File: src/rtl/core/qpd_pkg.sv
`timescale 1ns / 1ps
// ============================================================================
// qpd_pkg: shared types and constants of the quoted-printable decoder
// Character codes, the held-escape state, the result group that travels
// from the front end to the back end, and hex digit helpers.
// ============================================================================
package qpd_pkg;

   localparam logic [7:0] CHAR_MARK = 8'h3D;  // '='
   localparam logic [7:0] CHAR_CR   = 8'h0D;
   localparam logic [7:0] CHAR_LF   = 8'h0A;
   localparam logic [7:0] CHAR_0    = 8'h30;  // '0'
   localparam logic [7:0] CHAR_9    = 8'h39;  // '9'
   localparam logic [7:0] CHAR_AU   = 8'h41;  // 'A'
   localparam logic [7:0] CHAR_FU   = 8'h46;  // 'F'
   localparam logic [7:0] CHAR_AL   = 8'h61;  // 'a'
   localparam logic [7:0] CHAR_FL   = 8'h66;  // 'f'
   localparam logic [7:0] HEX_TEN   = 8'd10;

   localparam int unsigned GROUP_MAX = 3;

   // What the front end holds of an unfinished escape sequence.
   typedef enum logic [1:0] {
      HELD_NONE = 2'd0,
      HELD_MARK = 2'd1,
      HELD_PAIR = 2'd2
   } held_type;

   // All results caused by one input transaction.
   typedef struct packed {
      logic [GROUP_MAX-1:0][7:0] bytes;
      logic [1:0]                last_idx;   // index of the final result
      logic                      has_byte;   // 0 only for a bare end marker
      logic                      stream_end; // group closes the text
   } group_type;

   function automatic logic hex_ok(input logic [7:0] c);
      return ((c >= CHAR_0) && (c <= CHAR_9)) ||
             ((c >= CHAR_AU) && (c <= CHAR_FU)) ||
             ((c >= CHAR_AL) && (c <= CHAR_FL));
   endfunction

   function automatic logic [3:0] hex_val(input logic [7:0] c);
      logic [7:0] d;
      if ((c >= CHAR_0) && (c <= CHAR_9)) begin
         d = c - CHAR_0;
      end else if ((c >= CHAR_AU) && (c <= CHAR_FU)) begin
         d = c - CHAR_AU + HEX_TEN;
      end else if ((c >= CHAR_AL) && (c <= CHAR_FL)) begin
         d = c - CHAR_AL + HEX_TEN;
      end else begin
         d = 8'd0;
      end
      return d[3:0];
   endfunction

endpackage

File: src/rtl/core/qpd_front.sv
`timescale 1ns / 1ps
// ============================================================================
// qpd_front: escape classifier
// Tracks the held escape mark and byte, and turns each accepted input
// transaction into a group of up to three results.
// ============================================================================
module qpd_front (
   input  logic               clock,
   input  logic               reset,
   input  logic               accept,
   input  logic [7:0]         in_byte,
   input  logic               stream_last,
   output logic               push,
   output qpd_pkg::group_type group
);
   import qpd_pkg::*;

   held_type   held_ff, held_in, mid_held;
   logic [7:0] hb_ff, hb_in, mid_hb;
   logic [1:0] n;
   logic [GROUP_MAX-1:0][7:0] b;

   // Next state: first the escape decision, then the flush at stream end.
   always_comb begin
      mid_held = held_ff;
      mid_hb   = hb_ff;
      case (held_ff)
         HELD_PAIR: begin
            mid_held = HELD_NONE;
            mid_hb   = 8'd0;
            if ((hb_ff == CHAR_CR) && (in_byte == CHAR_LF)) begin
               mid_held = HELD_NONE;
            end else if (hb_ff == CHAR_LF) begin
               if (in_byte == CHAR_MARK) mid_held = HELD_MARK;
            end else if (hex_ok(hb_ff) && hex_ok(in_byte)) begin
               mid_held = HELD_NONE;
            end else if (hb_ff == CHAR_MARK) begin
               mid_held = HELD_PAIR;
               mid_hb   = in_byte;
            end else if (in_byte == CHAR_MARK) begin
               mid_held = HELD_MARK;
            end
         end
         HELD_MARK: begin
            mid_held = HELD_PAIR;
            mid_hb   = in_byte;
         end
         default: begin
            mid_held = (in_byte == CHAR_MARK) ? HELD_MARK : HELD_NONE;
         end
      endcase
      held_in = stream_last ? HELD_NONE : mid_held;
      hb_in   = stream_last ? 8'd0 : mid_hb;
   end

   // Results of the transaction.
   always_comb begin
      b = '0;
      n = 2'd0;
      case (held_ff)
         HELD_PAIR: begin
            if ((hb_ff == CHAR_CR) && (in_byte == CHAR_LF)) begin
               n = 2'd0;
            end else if (hb_ff == CHAR_LF) begin
               if (in_byte != CHAR_MARK) begin
                  b[0] = in_byte;
                  n    = 2'd1;
               end
            end else if (hex_ok(hb_ff) && hex_ok(in_byte)) begin
               b[0] = {hex_val(hb_ff), hex_val(in_byte)};
               n    = 2'd1;
            end else begin
               b[0] = CHAR_MARK;
               if (hb_ff == CHAR_MARK) begin
                  n = 2'd1;
               end else begin
                  b[1] = hb_ff;
                  if (in_byte == CHAR_MARK) begin
                     n = 2'd2;
                  end else begin
                     b[2] = in_byte;
                     n    = 2'd3;
                  end
               end
            end
         end
         HELD_MARK: begin
            n = 2'd0;
         end
         default: begin
            if (in_byte != CHAR_MARK) begin
               b[0] = in_byte;
               n    = 2'd1;
            end
         end
      endcase
      // At stream end the held mark and byte pass literally.
      if (stream_last && (mid_held != HELD_NONE)) begin
         b[n] = CHAR_MARK;
         n    = n + 2'd1;
         if (mid_held == HELD_PAIR) begin
            b[n] = mid_hb;
            n    = n + 2'd1;
         end
      end
      group.bytes      = b;
      group.has_byte   = (n != 2'd0);
      group.last_idx   = (n != 2'd0) ? (n - 2'd1) : 2'd0;
      group.stream_end = stream_last;
      push             = accept && (stream_last || (n != 2'd0));
   end

   always_ff @(posedge clock) begin
      if (reset) begin
         held_ff <= HELD_NONE;
         hb_ff   <= 8'd0;
      end else if (accept) begin
         held_ff <= held_in;
         hb_ff   <= hb_in;
      end
   end

   // A transaction that ends the text leaves nothing held.
   assert property (@(posedge clock) disable iff (reset)
      accept && stream_last |=> held_ff == HELD_NONE)
      else $error("qpd_front: escape state survived stream end");

endmodule

File: src/rtl/core/qpd_queue.sv
`timescale 1ns / 1ps
// ============================================================================
// qpd_queue: result group queue
// Short first-in first-out store of result groups between the front end
// and the back end.
// ============================================================================
module qpd_queue #(
   parameter int unsigned DEPTH = 4
) (
   input  logic               clock,
   input  logic               reset,
   input  logic               push,
   input  qpd_pkg::group_type push_data,
   input  logic               pop,
   output qpd_pkg::group_type head,
   output logic               empty,
   output logic               full
);
   import qpd_pkg::*;

   localparam int unsigned PW = (DEPTH > 1) ? $clog2(DEPTH) : 1;
   localparam int unsigned CW = $clog2(DEPTH + 1);

   group_type         slot_ff [DEPTH];
   logic [PW-1:0]     wr_ff, wr_in, rd_ff, rd_in;
   logic [CW-1:0]     cnt_ff, cnt_in;

   function automatic logic [PW-1:0] bump(input logic [PW-1:0] p);
      return (p == PW'(DEPTH - 1)) ? '0 : p + PW'(1);
   endfunction

   assign empty = (cnt_ff == '0);
   assign full  = (cnt_ff == CW'(DEPTH));
   assign head  = slot_ff[rd_ff];

   always_comb begin
      wr_in  = push ? bump(wr_ff) : wr_ff;
      rd_in  = pop ? bump(rd_ff) : rd_ff;
      cnt_in = cnt_ff + CW'(push) - CW'(pop);
   end

   always_ff @(posedge clock) begin
      if (reset) begin
         wr_ff  <= '0;
         rd_ff  <= '0;
         cnt_ff <= '0;
      end else begin
         wr_ff  <= wr_in;
         rd_ff  <= rd_in;
         cnt_ff <= cnt_in;
      end
   end

   always_ff @(posedge clock) begin
      if (push) slot_ff[wr_ff] <= push_data;
   end

   assert property (@(posedge clock) disable iff (reset) !(push && full))
      else $error("qpd_queue: push into full queue");

   assert property (@(posedge clock) disable iff (reset) !(pop && empty))
      else $error("qpd_queue: pop from empty queue");

endmodule

File: src/rtl/core/qpd_back.sv
`timescale 1ns / 1ps
// ============================================================================
// qpd_back: result serializer
// Takes one result group at a time from the queue and hands its results
// out one per cycle while rsp_stall is low, from a registered group.
// ============================================================================
module qpd_back (
   input  logic               clock,
   input  logic               reset,
   input  qpd_pkg::group_type head,
   input  logic               empty,
   output logic               pop,
   output logic               rsp_valid,
   input  logic               rsp_stall,
   output logic [7:0]         rsp_out_byte,
   output logic               rsp_has_byte,
   output logic               rsp_run_last,
   output logic               rsp_stream_end
);
   import qpd_pkg::*;

   group_type  grp_ff, grp_in;
   logic       busy_ff, busy_in;
   logic [1:0] idx_ff, idx_in;
   logic       take, done;

   always_comb begin
      take    = busy_ff && !rsp_stall;
      done    = take && (idx_ff == grp_ff.last_idx);
      pop     = (!busy_ff || done) && !empty;
      grp_in  = pop ? head : grp_ff;
      busy_in = pop || (busy_ff && !done);
      idx_in  = pop ? 2'd0 : (take ? idx_ff + 2'd1 : idx_ff);
   end

   always_ff @(posedge clock) begin
      if (reset) begin
         busy_ff <= 1'b0;
         idx_ff  <= 2'd0;
      end else begin
         busy_ff <= busy_in;
         idx_ff  <= idx_in;
      end
   end

   always_ff @(posedge clock) begin
      grp_ff <= grp_in;
   end

   assign rsp_valid      = busy_ff;
   assign rsp_out_byte   = grp_ff.bytes[idx_ff];
   assign rsp_has_byte   = grp_ff.has_byte;
   assign rsp_run_last   = (idx_ff == grp_ff.last_idx);
   assign rsp_stream_end = grp_ff.stream_end && (idx_ff == grp_ff.last_idx);

   assert property (@(posedge clock) disable iff (reset)
      busy_ff |-> (idx_ff <= grp_ff.last_idx) && (grp_ff.last_idx != 2'd3))
      else $error("qpd_back: result index past end of group");

endmodule

File: src/rtl/core/quoted_printable_decoder_unit.sv
`timescale 1ns / 1ps
// ============================================================================
// quoted_printable_decoder_unit: streaming quoted-printable decoder
// Decodes encoded text arriving one byte per transaction into raw bytes.
// ============================================================================
//
// The unit takes one encoded byte per cycle on the req_ channel while
// req_stall is low and returns decoded bytes on the rsp_ channel, one
// result per cycle while rsp_stall is low. An escape mark is held with up
// to two following bytes until it can be resolved: a mark and CR LF (soft
// break) disappear, a mark and LF are dropped and the next byte is handled
// afresh, a mark and two hex digits of either case become one byte, and
// any other mark passes literally. When req_stream_last is set the held
// bytes are flushed literally; if that transaction gives nothing, a single
// result with rsp_has_byte low marks the end. rsp_run_last flags the final
// result of each input transaction and rsp_stream_end the final result of
// the text. One input transaction enters per cycle while the queue is not
// full; each causes zero to three results, and the output port carries one
// result per cycle while rsp_stall is low, so over time the input rate
// follows the number of results each transaction causes. The group queue
// between the classifier and the serializer (QUEUE_DEPTH groups) absorbs
// bursts; req_stall rises only while it is full.
//
module quoted_printable_decoder_unit #(
   parameter int unsigned QUEUE_DEPTH = 4
) (
   input  logic       clock,
   input  logic       reset,
   input  logic       req_valid,
   output logic       req_stall,
   input  logic [7:0] req_in_byte,
   input  logic       req_stream_last,
   output logic       rsp_valid,
   input  logic       rsp_stall,
   output logic [7:0] rsp_out_byte,
   output logic       rsp_has_byte,
   output logic       rsp_run_last,
   output logic       rsp_stream_end
);
   import qpd_pkg::*;

   logic      accept;
   logic      push, pop, empty, full;
   group_type push_group, head_group;

   // The front end stalls only on a full queue, never on the output side.
   assign req_stall = full;
   assign accept    = req_valid && !full;

   // Classifier: holds the escape state and builds one group per transaction.
   qpd_front u_front (
      .clock       (clock),
      .reset       (reset),
      .accept      (accept),
      .in_byte     (req_in_byte),
      .stream_last (req_stream_last),
      .push        (push),
      .group       (push_group)
   );

   // Groups wait here so that the front and back ends stall independently.
   qpd_queue #(
      .DEPTH (QUEUE_DEPTH)
   ) u_queue (
      .clock     (clock),
      .reset     (reset),
      .push      (push),
      .push_data (push_group),
      .pop       (pop),
      .head      (head_group),
      .empty     (empty),
      .full      (full)
   );

   // Serializer: one result per cycle unless stalled, from a registered group.
   qpd_back u_back (
      .clock          (clock),
      .reset          (reset),
      .head           (head_group),
      .empty          (empty),
      .pop            (pop),
      .rsp_valid      (rsp_valid),
      .rsp_stall      (rsp_stall),
      .rsp_out_byte   (rsp_out_byte),
      .rsp_has_byte   (rsp_has_byte),
      .rsp_run_last   (rsp_run_last),
      .rsp_stream_end (rsp_stream_end)
   );

   // A bare end marker is always the last result of its transaction and
   // closes the text.
   assert property (@(posedge clock) disable iff (reset)
      rsp_valid && !rsp_has_byte |-> rsp_run_last && rsp_stream_end)
      else $error("quoted_printable_decoder_unit: stray end marker");

endmodule
File: config.mk
export PLATFORM = sky130hd
export DESIGN_NAME = quoted_printable_decoder_unit
export DESIGN_NICKNAME = d
export VERILOG_FILES = /design/src/rtl/core/qpd_pkg.sv /design/src/rtl/core/qpd_front.sv /design/src/rtl/core/qpd_queue.sv /design/src/rtl/core/qpd_back.sv /design/src/rtl/core/quoted_printable_decoder_unit.sv
export SDC_FILE = /design/constraint.sdc
export NUM_CORES = 1
export LEC_CHECK = 0
export ABC_CLOCK_PERIOD_IN_PS = 3850
export BUFFER_PORTS_ARGS = -buffer_cell sky130_fd_sc_hd__buf_2
export CAP_MARGIN = 20
export CORE_ASPECT_RATIO = 1.25
export CORE_UTILIZATION = 50
export DETAILED_ROUTE_END_ITERATION = 8
export PLACE_DENSITY = 0.75
export SLEW_MARGIN = 5
export SYNTH_ARGS = -nofsm -noshare
export SYNTH_HDL_FRONTEND = slang
export SYNTH_SLANG_ARGS = --single-unit
File: constraint.sdc
create_clock -name clock -period 3.85 [get_ports clock]
set_input_delay 0.5775 -clock clock [delete_from_list [all_inputs] [get_ports clock]]
set_output_delay 0.5775 -clock clock [all_outputs]
set_load 0.005 [all_outputs]
==> results by group, run 1 <==
Run status
  – Outcome: finished clean

CTS
  – CTS tree: done
  – Clock Path Buffers: 2
  – Clock Latency Late Sink: 0.42 ns
  – CTS hold repair buffers: 0
  – Clock transition at path regs: 0.07 ns
  – H-Tree Depth: 4
  – Cts bufs inserted: 17
  – CTS resizes: 0
  – Clock root buffer: clkbuf_16
  – Num Clock Sinks: 160
  – Post CTS Setup Buffer Count: 0

Power and ir drop
  – Worst IR drop on VDD: 335 uV
  – Net Sw Power: 1390 uW
  – Clock share of power: 0.332
  – Leak pwr: 0.00288 uW
  – Int Power: 3680 uW
  – Combinational share of power: 0.191
  – Sw frac: 0.275
  – Pwr dens: 615 mW/mm^2
  – Sequential cell fraction of total power: 0.476
  – Total power: 5080 uW

Place
  – HPWL Detailed: 9930 um
  – Gpl congestion: 0.926
  – Placed insts: 691
  – Buffers on Ports: 25

Setup path
  – Crit path max fanout: 7
  – R2r setup slk: 0.42 ns
  – Worst Setup End Kind: flip-flop
  – Required time of the critical path: 4.03 ns
  – Critical path origin: u_front.hb_ff[0]
  – FF-to-FF End: u_queue.slot_ff[3][13]
  – R2r startpoint: u_front.hb_ff[0]
  – Crit path kind: flip-flop to flip-flop
  – Critical Path Sink: u_queue.slot_ff[3][13]
  – Worst setup SP type: flip-flop
  – Worst path arrival time: 3.60 ns
  – R2R cell count: 12

Floorplan
  – Die width: 110 um
  – Starting Density: 0.520
  – Die height: 137 um
  – Core Region: 0.0140 mm^2
  – Ports: 26
  – Die area: 0.0151 mm^2
  – # rows: 48

STA
  – Worst slew margin: 0.553
  – RSZ-0062 raised after global routing: false
  – Max Slew Vio Count: 0
  – Tmin final: 3.43 ns
  – Setup TNS Final: 0 ns
  – Worst-margin pin slew: 0.670 ns
  – Fmax: 292 MHz
  – Fin. Hold Viols: 0
  – Clock Skew: 0.0111 ns
  – # setup viols final: 0
  – Final period util: 0.890

Routing
  – Total wire length: 14,800 um
  – Initial drt markers: 473
  – Via count: 4,476
  – DRC Markers: 0
  – First-pass DRT Iterations: 5
  – Via density: 6.19
  – Routed Antenna Nets: 0
  – Wirelength per Cell: 20.5 um

Logic synthesis
  – Cell taking the most area after synthesis: edfxtp_1
  – Post-synthesis cell type count: 66
  – Register bit total from synthesis: 160
  – Synth top area cells: edfxtp_1, mux4_2, dfxtp_1
  – Post-Syn Area per Cell: 14.5 um^2
  – Fraction of registers with async set/reset: 0
  – Multiplexer area fraction after synthesis: 0.103
  – Simple-gate share of the synthesized area: 0.0846
  – EDFF count, synth: 140
  – Top cell type's share of synthesized area: 0.577
  – Register area share after synthesis: 0.632
  – Mapped Cells: 502
  – Area of the mapped netlist: 0.00728 mm^2
  – Synth Area in XOR/XNOR: 0.00842
  – Largest family of logic cells by synthesized area: compound AO/OA/AOI/OAI gates
  – Synth Warn #: 0
  – Syn_nets: 537
  – Compound-Gate Fraction of Synth Area: 0.105
  – Adder-Cell Fraction of Synth Area: 0.0388
  – Post-synth top flop: edfxtp_1

Final layout
  – Commonest non-fill, non-tap cell in the layout: edfxtp_1
  – Final nets: 570
  – Final cell count without fillers: 723
  – Fill cells: 1,063
  – Share of layout cells above drive strength 1: 0.208
  – Most frequent cells in the layout: edfxtp_1, nor2_1, a21oi_1
  – Antenna fix cells: 0
  – Area Overhead vs Synth: 13.5%

Global route
  – Largest net degree at the start of global routing: 33
  – Global-route wire length before repair: 23,500 um
  – GRT Total Usage: 0.216
  – Initial antenna violation count: 0
  – Vias in the first global route: 4,509
  – Total gr overflow: 0

Run
  – MaxCap Viol Count: 0

Worst hold path
  – Worst Hold Class: flip-flop to flip-flop
power groups by stage:
stage	sequential, uW	combinational (uW)	clock [uW]
2_1_floorplan	2390	704	0
5_1_grt	2450	1070	1780
4_1_cts	2420	994	1710
3_5_place_dp	2450	988	0
3_3_place_gp	2430	951	0
6_report	2420	972	1690
layer usage:
metal  GRT usage  share of wire
met2       0.359           0.51
met3      0.0486          0.059
met1       0.267           0.41
met5           0              0
met4       0.101          0.025
worst max-delay path: stages (launching register included):
cell and delay, ns:
dfxtp_1 0.31, buf_4 0.16, ha_1 0.24, o21bai_1 0.17, a21oi_1 0.17, a31oi_1 0.39
o21ai_1 0.17, nor3_2 0.27, inv_1 0.11, ha_1 0.23, and2_1 0.24, o21a_2 0.30
o2bb2ai_1 0.41
Yosys cell counts (3+ instances only):
cell type and n:
a21oi_1 29, a22oi_1 18, a31oi_1 3, a32o_1 4, and2_1 12, and3_1 8, buf_1 5, buf_6 5
clkbuf_1 15, dfxtp_1 20, edfxtp_1 140, ha_1 21, inv_1 16, mux2i_1 11, mux4_2 28, nand2_1 24
nand2b_1 3, nand3_1 5, nor2_1 34, nor2b_1 6, nor3_1 10, o211ai_1 3, o21ai_0 19, o21ai_1 3
o31ai_1 3, xnor2_1 3, xor2_1 4
flip-flops by register name, summed over array words and instances (netlist names):
register and count:
u_back.rsp_has_byte 1, u_queue.rd_ff 2, u_queue.cnt_ff 3, u_front.held_ff 2
u_queue.slot_ff 112, u_back.grp_ff 27, u_back.idx_ff 2, u_front.hb_ff 8
u_back.rsp_valid 1, u_queue.wr_ff 2
worst min path at each step:
stage                              end  cells past startpoint  slack (ns)          startpoint
floorplan           u_front.held_ff[1]                      2        0.48  u_front.held_ff[1]
global placement      u_queue.wr_ff[1]                      2        0.50    u_queue.wr_ff[1]
detailed placement  u_front.held_ff[1]                      2        0.51  u_front.held_ff[1]
CTS                   u_back.idx_ff[0]                      4        0.51           rsp_stall
global route          u_back.idx_ff[0]                      4        0.54           rsp_stall
finish              u_front.held_ff[1]                      2        0.52  u_front.held_ff[1]
logic make-up (layout without fill, tap and decap cells):
group / count (synthesis) / in the layout
AOI/OAI and AO/OA: 112 / 112
and+or+nand+nor: 118 / 118
buffers and inverters: 43 / 89
adders and majority gates: 22 / 22
DFF: 160 / 160
xor gates and xnor gates: 7 / 7
muxes: 40 / 40
final cells by class:
cell class	count	area, um^2	area share
Sequential cell	160	4610	0.558
Multi-Input combinational cell	299	2480	0.300
Clock buffer	17	425	0.0515
Timing Repair Buffer	41	283	0.0342
Tap cell	175	219	0.0265
Clock inverter	15	188	0.0227
Inverter	16	60.1	0.00727
metrics by stage:
stage                      util  instance area, um^2  hold WS (ns)  worst slack [ns]
after floorplan               -                 7280         0.485             0.616
after global placement    0.546                 7640         0.499             0.398
after detailed placement  0.546                 7640         0.512             0.136
after CTS                 0.590                 8260         0.511             0.270
after global routing      0.590                 8260         0.542             0.117
final                     0.590                 8260         0.520             0.425
Note: power is estimated with default switching activity, not from simulation.
==> run 2, diff against run 1 <==
--- a/config.mk
+++ b/config.mk
@@ -11,8 +11,9 @@
 export CORE_ASPECT_RATIO = 1.25
 export CORE_UTILIZATION = 50
 export DETAILED_ROUTE_END_ITERATION = 8
-export PLACE_DENSITY = 0.75
+export PLACE_DENSITY = 0.74
 export SLEW_MARGIN = 5
 export SYNTH_ARGS = -nofsm -noshare
 export SYNTH_HDL_FRONTEND = slang
+export SYNTH_HIERARCHICAL = 1
 export SYNTH_SLANG_ARGS = --single-unit
==> run 2 against run 1 <==
Flip-flop and latch count grew 2. The flow now finishes with violations (DRC). Critical path type unchanged. Power down 1.3%. Combinational power up 1%.
==> results by group, run 2 <==
Routing
  – DRC Markers: 4 (+4)
  – Initial drt markers: 327 (-31%)
  – Via density: 6.10 (-1.4%)
  – First-pass DRT Iterations: 8 (+3)
  – Via count: 4,517 (+0.92%)
  – Total wire length: 15,300 um (+3.3%)
  – Wirelength per Cell: 20.7 um (+0.97%)
  – Routed Antenna Nets: 0 (unchanged)

CTS
  – Num Clock Sinks: 162 (+1.3%)
  – Clock Path Buffers: 2 (unchanged)
  – H-Tree Depth: 4 (unchanged)
  – Clock root buffer: clkbuf_16
  – CTS resizes: 0 (unchanged)
  – Post CTS Setup Buffer Count: 0 (unchanged)
  – CTS hold repair buffers: 0 (unchanged)
  – Cts bufs inserted: 17 (unchanged)
  – Clock transition at path regs: 0.06 ns (about the same)
  – Clock Latency Late Sink: 0.42 ns (about the same)
  – CTS tree: done

Logic synthesis
  – EDFF count, synth: 140 (unchanged)
  – Area of the mapped netlist: 0.00760 mm^2 (+4.5%)
  – Synth Warn #: 6 (+6)
  – Commonest cells post-synth: edfxtp_1, nand2_1, a22oi_1, ha_1, inv_1
  – Most numerous cell in the Yosys netlist: edfxtp_1
  – Cell taking the most area after synthesis: edfxtp_1
  – Post-synth top flop: edfxtp_1
  – Register bit total from synthesis: 162 (+1.3%)
  – Post-synthesis cell type count: 74 (+12%)
  – Mapped Cells: 515 (+2.6%)
  – Register area share after synthesis: 0.611 (-0.0217)
  – Post-Syn Area per Cell: 14.8 um^2 (+1.8%)
  – Fraction of registers with async set/reset: 0 (unchanged)
  – Top cell type's share of synthesized area: 0.553 (-0.0246)
  – Syn_nets: 554 (+3.2%)
  – Synth top area cells: edfxtp_1, mux4_2, dfxtp_1

Final layout
  – Area Overhead vs Synth: 10.7%
  – Share of layout cells above drive strength 1: 0.215 (+0.00702)
  – Footprint of the multi-input gates: 0.00267 mm^2 (+7.5%)
  – Fill cells: 1,158 (+8.9%)
  – Final nets: 584 (+2.5%)
  – Antenna fix cells: 0 (unchanged)
  – Register area: 0.00465 mm^2 (+0.87%)
  – Top flop regs: u_queue/slot_ff (112), u_back/grp_ff (27), u_front/hb_ff (8)
  – Max FFs per register: 112 (unchanged)
  – Commonest non-fill, non-tap cell in the layout: edfxtp_1
  – Most frequent cells in the layout: edfxtp_1, nand2_1, a22oi_1
  – Biggest register: u_queue/slot_ff

Setup path
  – Crit path kind: flip-flop to flip-flop
  – Required time of the critical path: 4.14 ns (+0.11 ns)
  – Worst Setup End Kind: flip-flop
  – Crit path max fanout: 9 (+2)
  – Delay-heaviest family, CP: adder cells
  – CP max stage delay: 0.56 ns (+0.15 ns)
  – Worst Path Buf+Inv: 2 (unchanged)
  – Worst path arrival time: 3.62 ns (+0.02 ns)
  – CP max stage cell: dfxtp_1
  – Worst setup SP type: flip-flop
  – Cell Chain, Critical Path: inv_1 -> ha_1 -> nor3b_1 -> nor4_1 -> a31o_2 -> a21bo_2 -> inv_1 -> o31a_1 -> ha_1 -> fa_1 -> xor3_1 -> nor2_1

STA
  – Tmin final: 3.33 ns (-0.0985 ns)
  – Setup TNS Final: 0 ns (unchanged)
  – RSZ-0062 raised after global routing: false
  – Final period util: 0.864 (-0.0256)
  – # setup viols final: 0 (unchanged)
  – Worst-margin pin slew: 0.994 ns (+0.324 ns)
  – Fmax: 301 MHz (+3.0%)
  – Max Slew Vio Count: 0 (unchanged)
  – Clock Skew: 0.00811 ns (-0.00299 ns)
  – Fin. Hold Viols: 0 (unchanged)
  – Worst slew margin: 0.337 (-0.216)

Global route
  – Total gr overflow: 0 (unchanged)
  – Global-route wire length before repair: 24,300 um (+3.4%)
  – GRT Total Usage: 0.206 (-0.00985)
  – Initial antenna violation count: 0 (unchanged)
  – Vias in the first global route: 4,549 (+0.89%)
  – Largest net degree at the start of global routing: 32 (-3.0%)

Power and ir drop
  – Leak pwr: 0.00303 uW (+5.3%)
  – Total power: 5010 uW (-1.3%)
  – Pwr dens: 595 mW/mm^2 (-3.2%)
  – Worst IR drop on VDD: 349 uV (+4.4%)

Floorplan
  – Die width: 112 um (+2.2%)
  – Die area: 0.0157 mm^2 (+4.4%)
  – Starting Density: 0.511 (-0.00954)
  – Ports: 26 (unchanged)
  – Die height: 140 um (+2.2%)
  – Core Region: 0.0149 mm^2 (+6.4%)
  – # rows: 50 (+4.2%)

Run
  – MaxCap Viol Count: 0 (unchanged)

Worst hold path
  – Worst Hold Class: flip-flop to flip-flop

Place
  – HPWL Detailed: 10,500 um (+5.9%)
  – Buffers on Ports: 25 (unchanged)
  – Gpl congestion: 0.901 (-2.7%)

Run status
  – Failing checks: DRC
  – Outcome: finished with violations
## run 2: cell count changes after synthesis, moves of 9 or more
cell	previous run	this run
nor2_1	34	23
a21oi_1	29	13
nand3_1	5	14
inv_1	16	25
## run 2: final cells by class
class | count | area share
flip-flops and latches | 162 | 0.552
well taps | 182 | 0.0271
inverters | 26 | 0.0116
multi-input cells | 299 | 0.317
repair buffers | 39 | 0.0274
clock buffers | 21 | 0.0560
clock inverters | 11 | 0.00922
## run 2: kinds of logic after synthesis
kind of cell / after synthesis / share of synthesized area
AND/OR/NAND/NOR: 123 / 0.0949
adder cells (fa/ha/maj): 26 / 0.0438
XOR/XNOR: 6 / 0.00889
buffers and inverters: 54 / 0.0387
flip-flops: 162 / 0.611
AO/OA/AOI/OAI: 104 / 0.100
multiplexers: 40 / 0.103
## run 2: path summary, 6_finish.rpt
check,from,end,slack (ns),cells past startpoint
setup reg to reg,u_front/hb_ff[0],u_queue/cnt_ff[2],0.52,12
hold reg to reg,u_front/held_ff[0],u_front/held_ff[0],0.49,2
setup / recovery,u_front/hb_ff[0],u_queue/cnt_ff[2],0.52,12
hold / removal,u_front/held_ff[0],u_front/held_ff[0],0.49,2
## run 2: stage by stage
step                      hold WS [ns]  utilization  worst slack [ns]  cell area (um^2)  instances
after floorplan                  0.449            -             0.522              7600        515
after global placement           0.456        0.528             0.420              7870        708
after detailed placement         0.487        0.528             0.328              7870        708
after CTS                        0.496        0.565             0.558              8420        740
after global routing             0.516        0.565             0.306              8420        740
final                            0.486        0.565             0.523              8420        740
## run 2: worst min-delay path: stages (launching register included)
cell,delay (ns)
dfxtp_1,0.32
nand2_1,0.06
a21oi_1,0.05
## run 2: per-layer routing
metal / GRT usage / vias to the layer above / part of all wire
li1: - / 2079 / -
met1: 0.257 / 2186 / 0.41
met2: 0.347 / 212 / 0.50
met4: 0.112 / 0 / 0.038
met5: 0 / - / 0
met3: 0.0318 / 40 / 0.054
## run 2: power by group
group	internal (uW)	switching [uW]
clock	884	655
sequential	2310	174
combinational	500	485
total	3700	1310
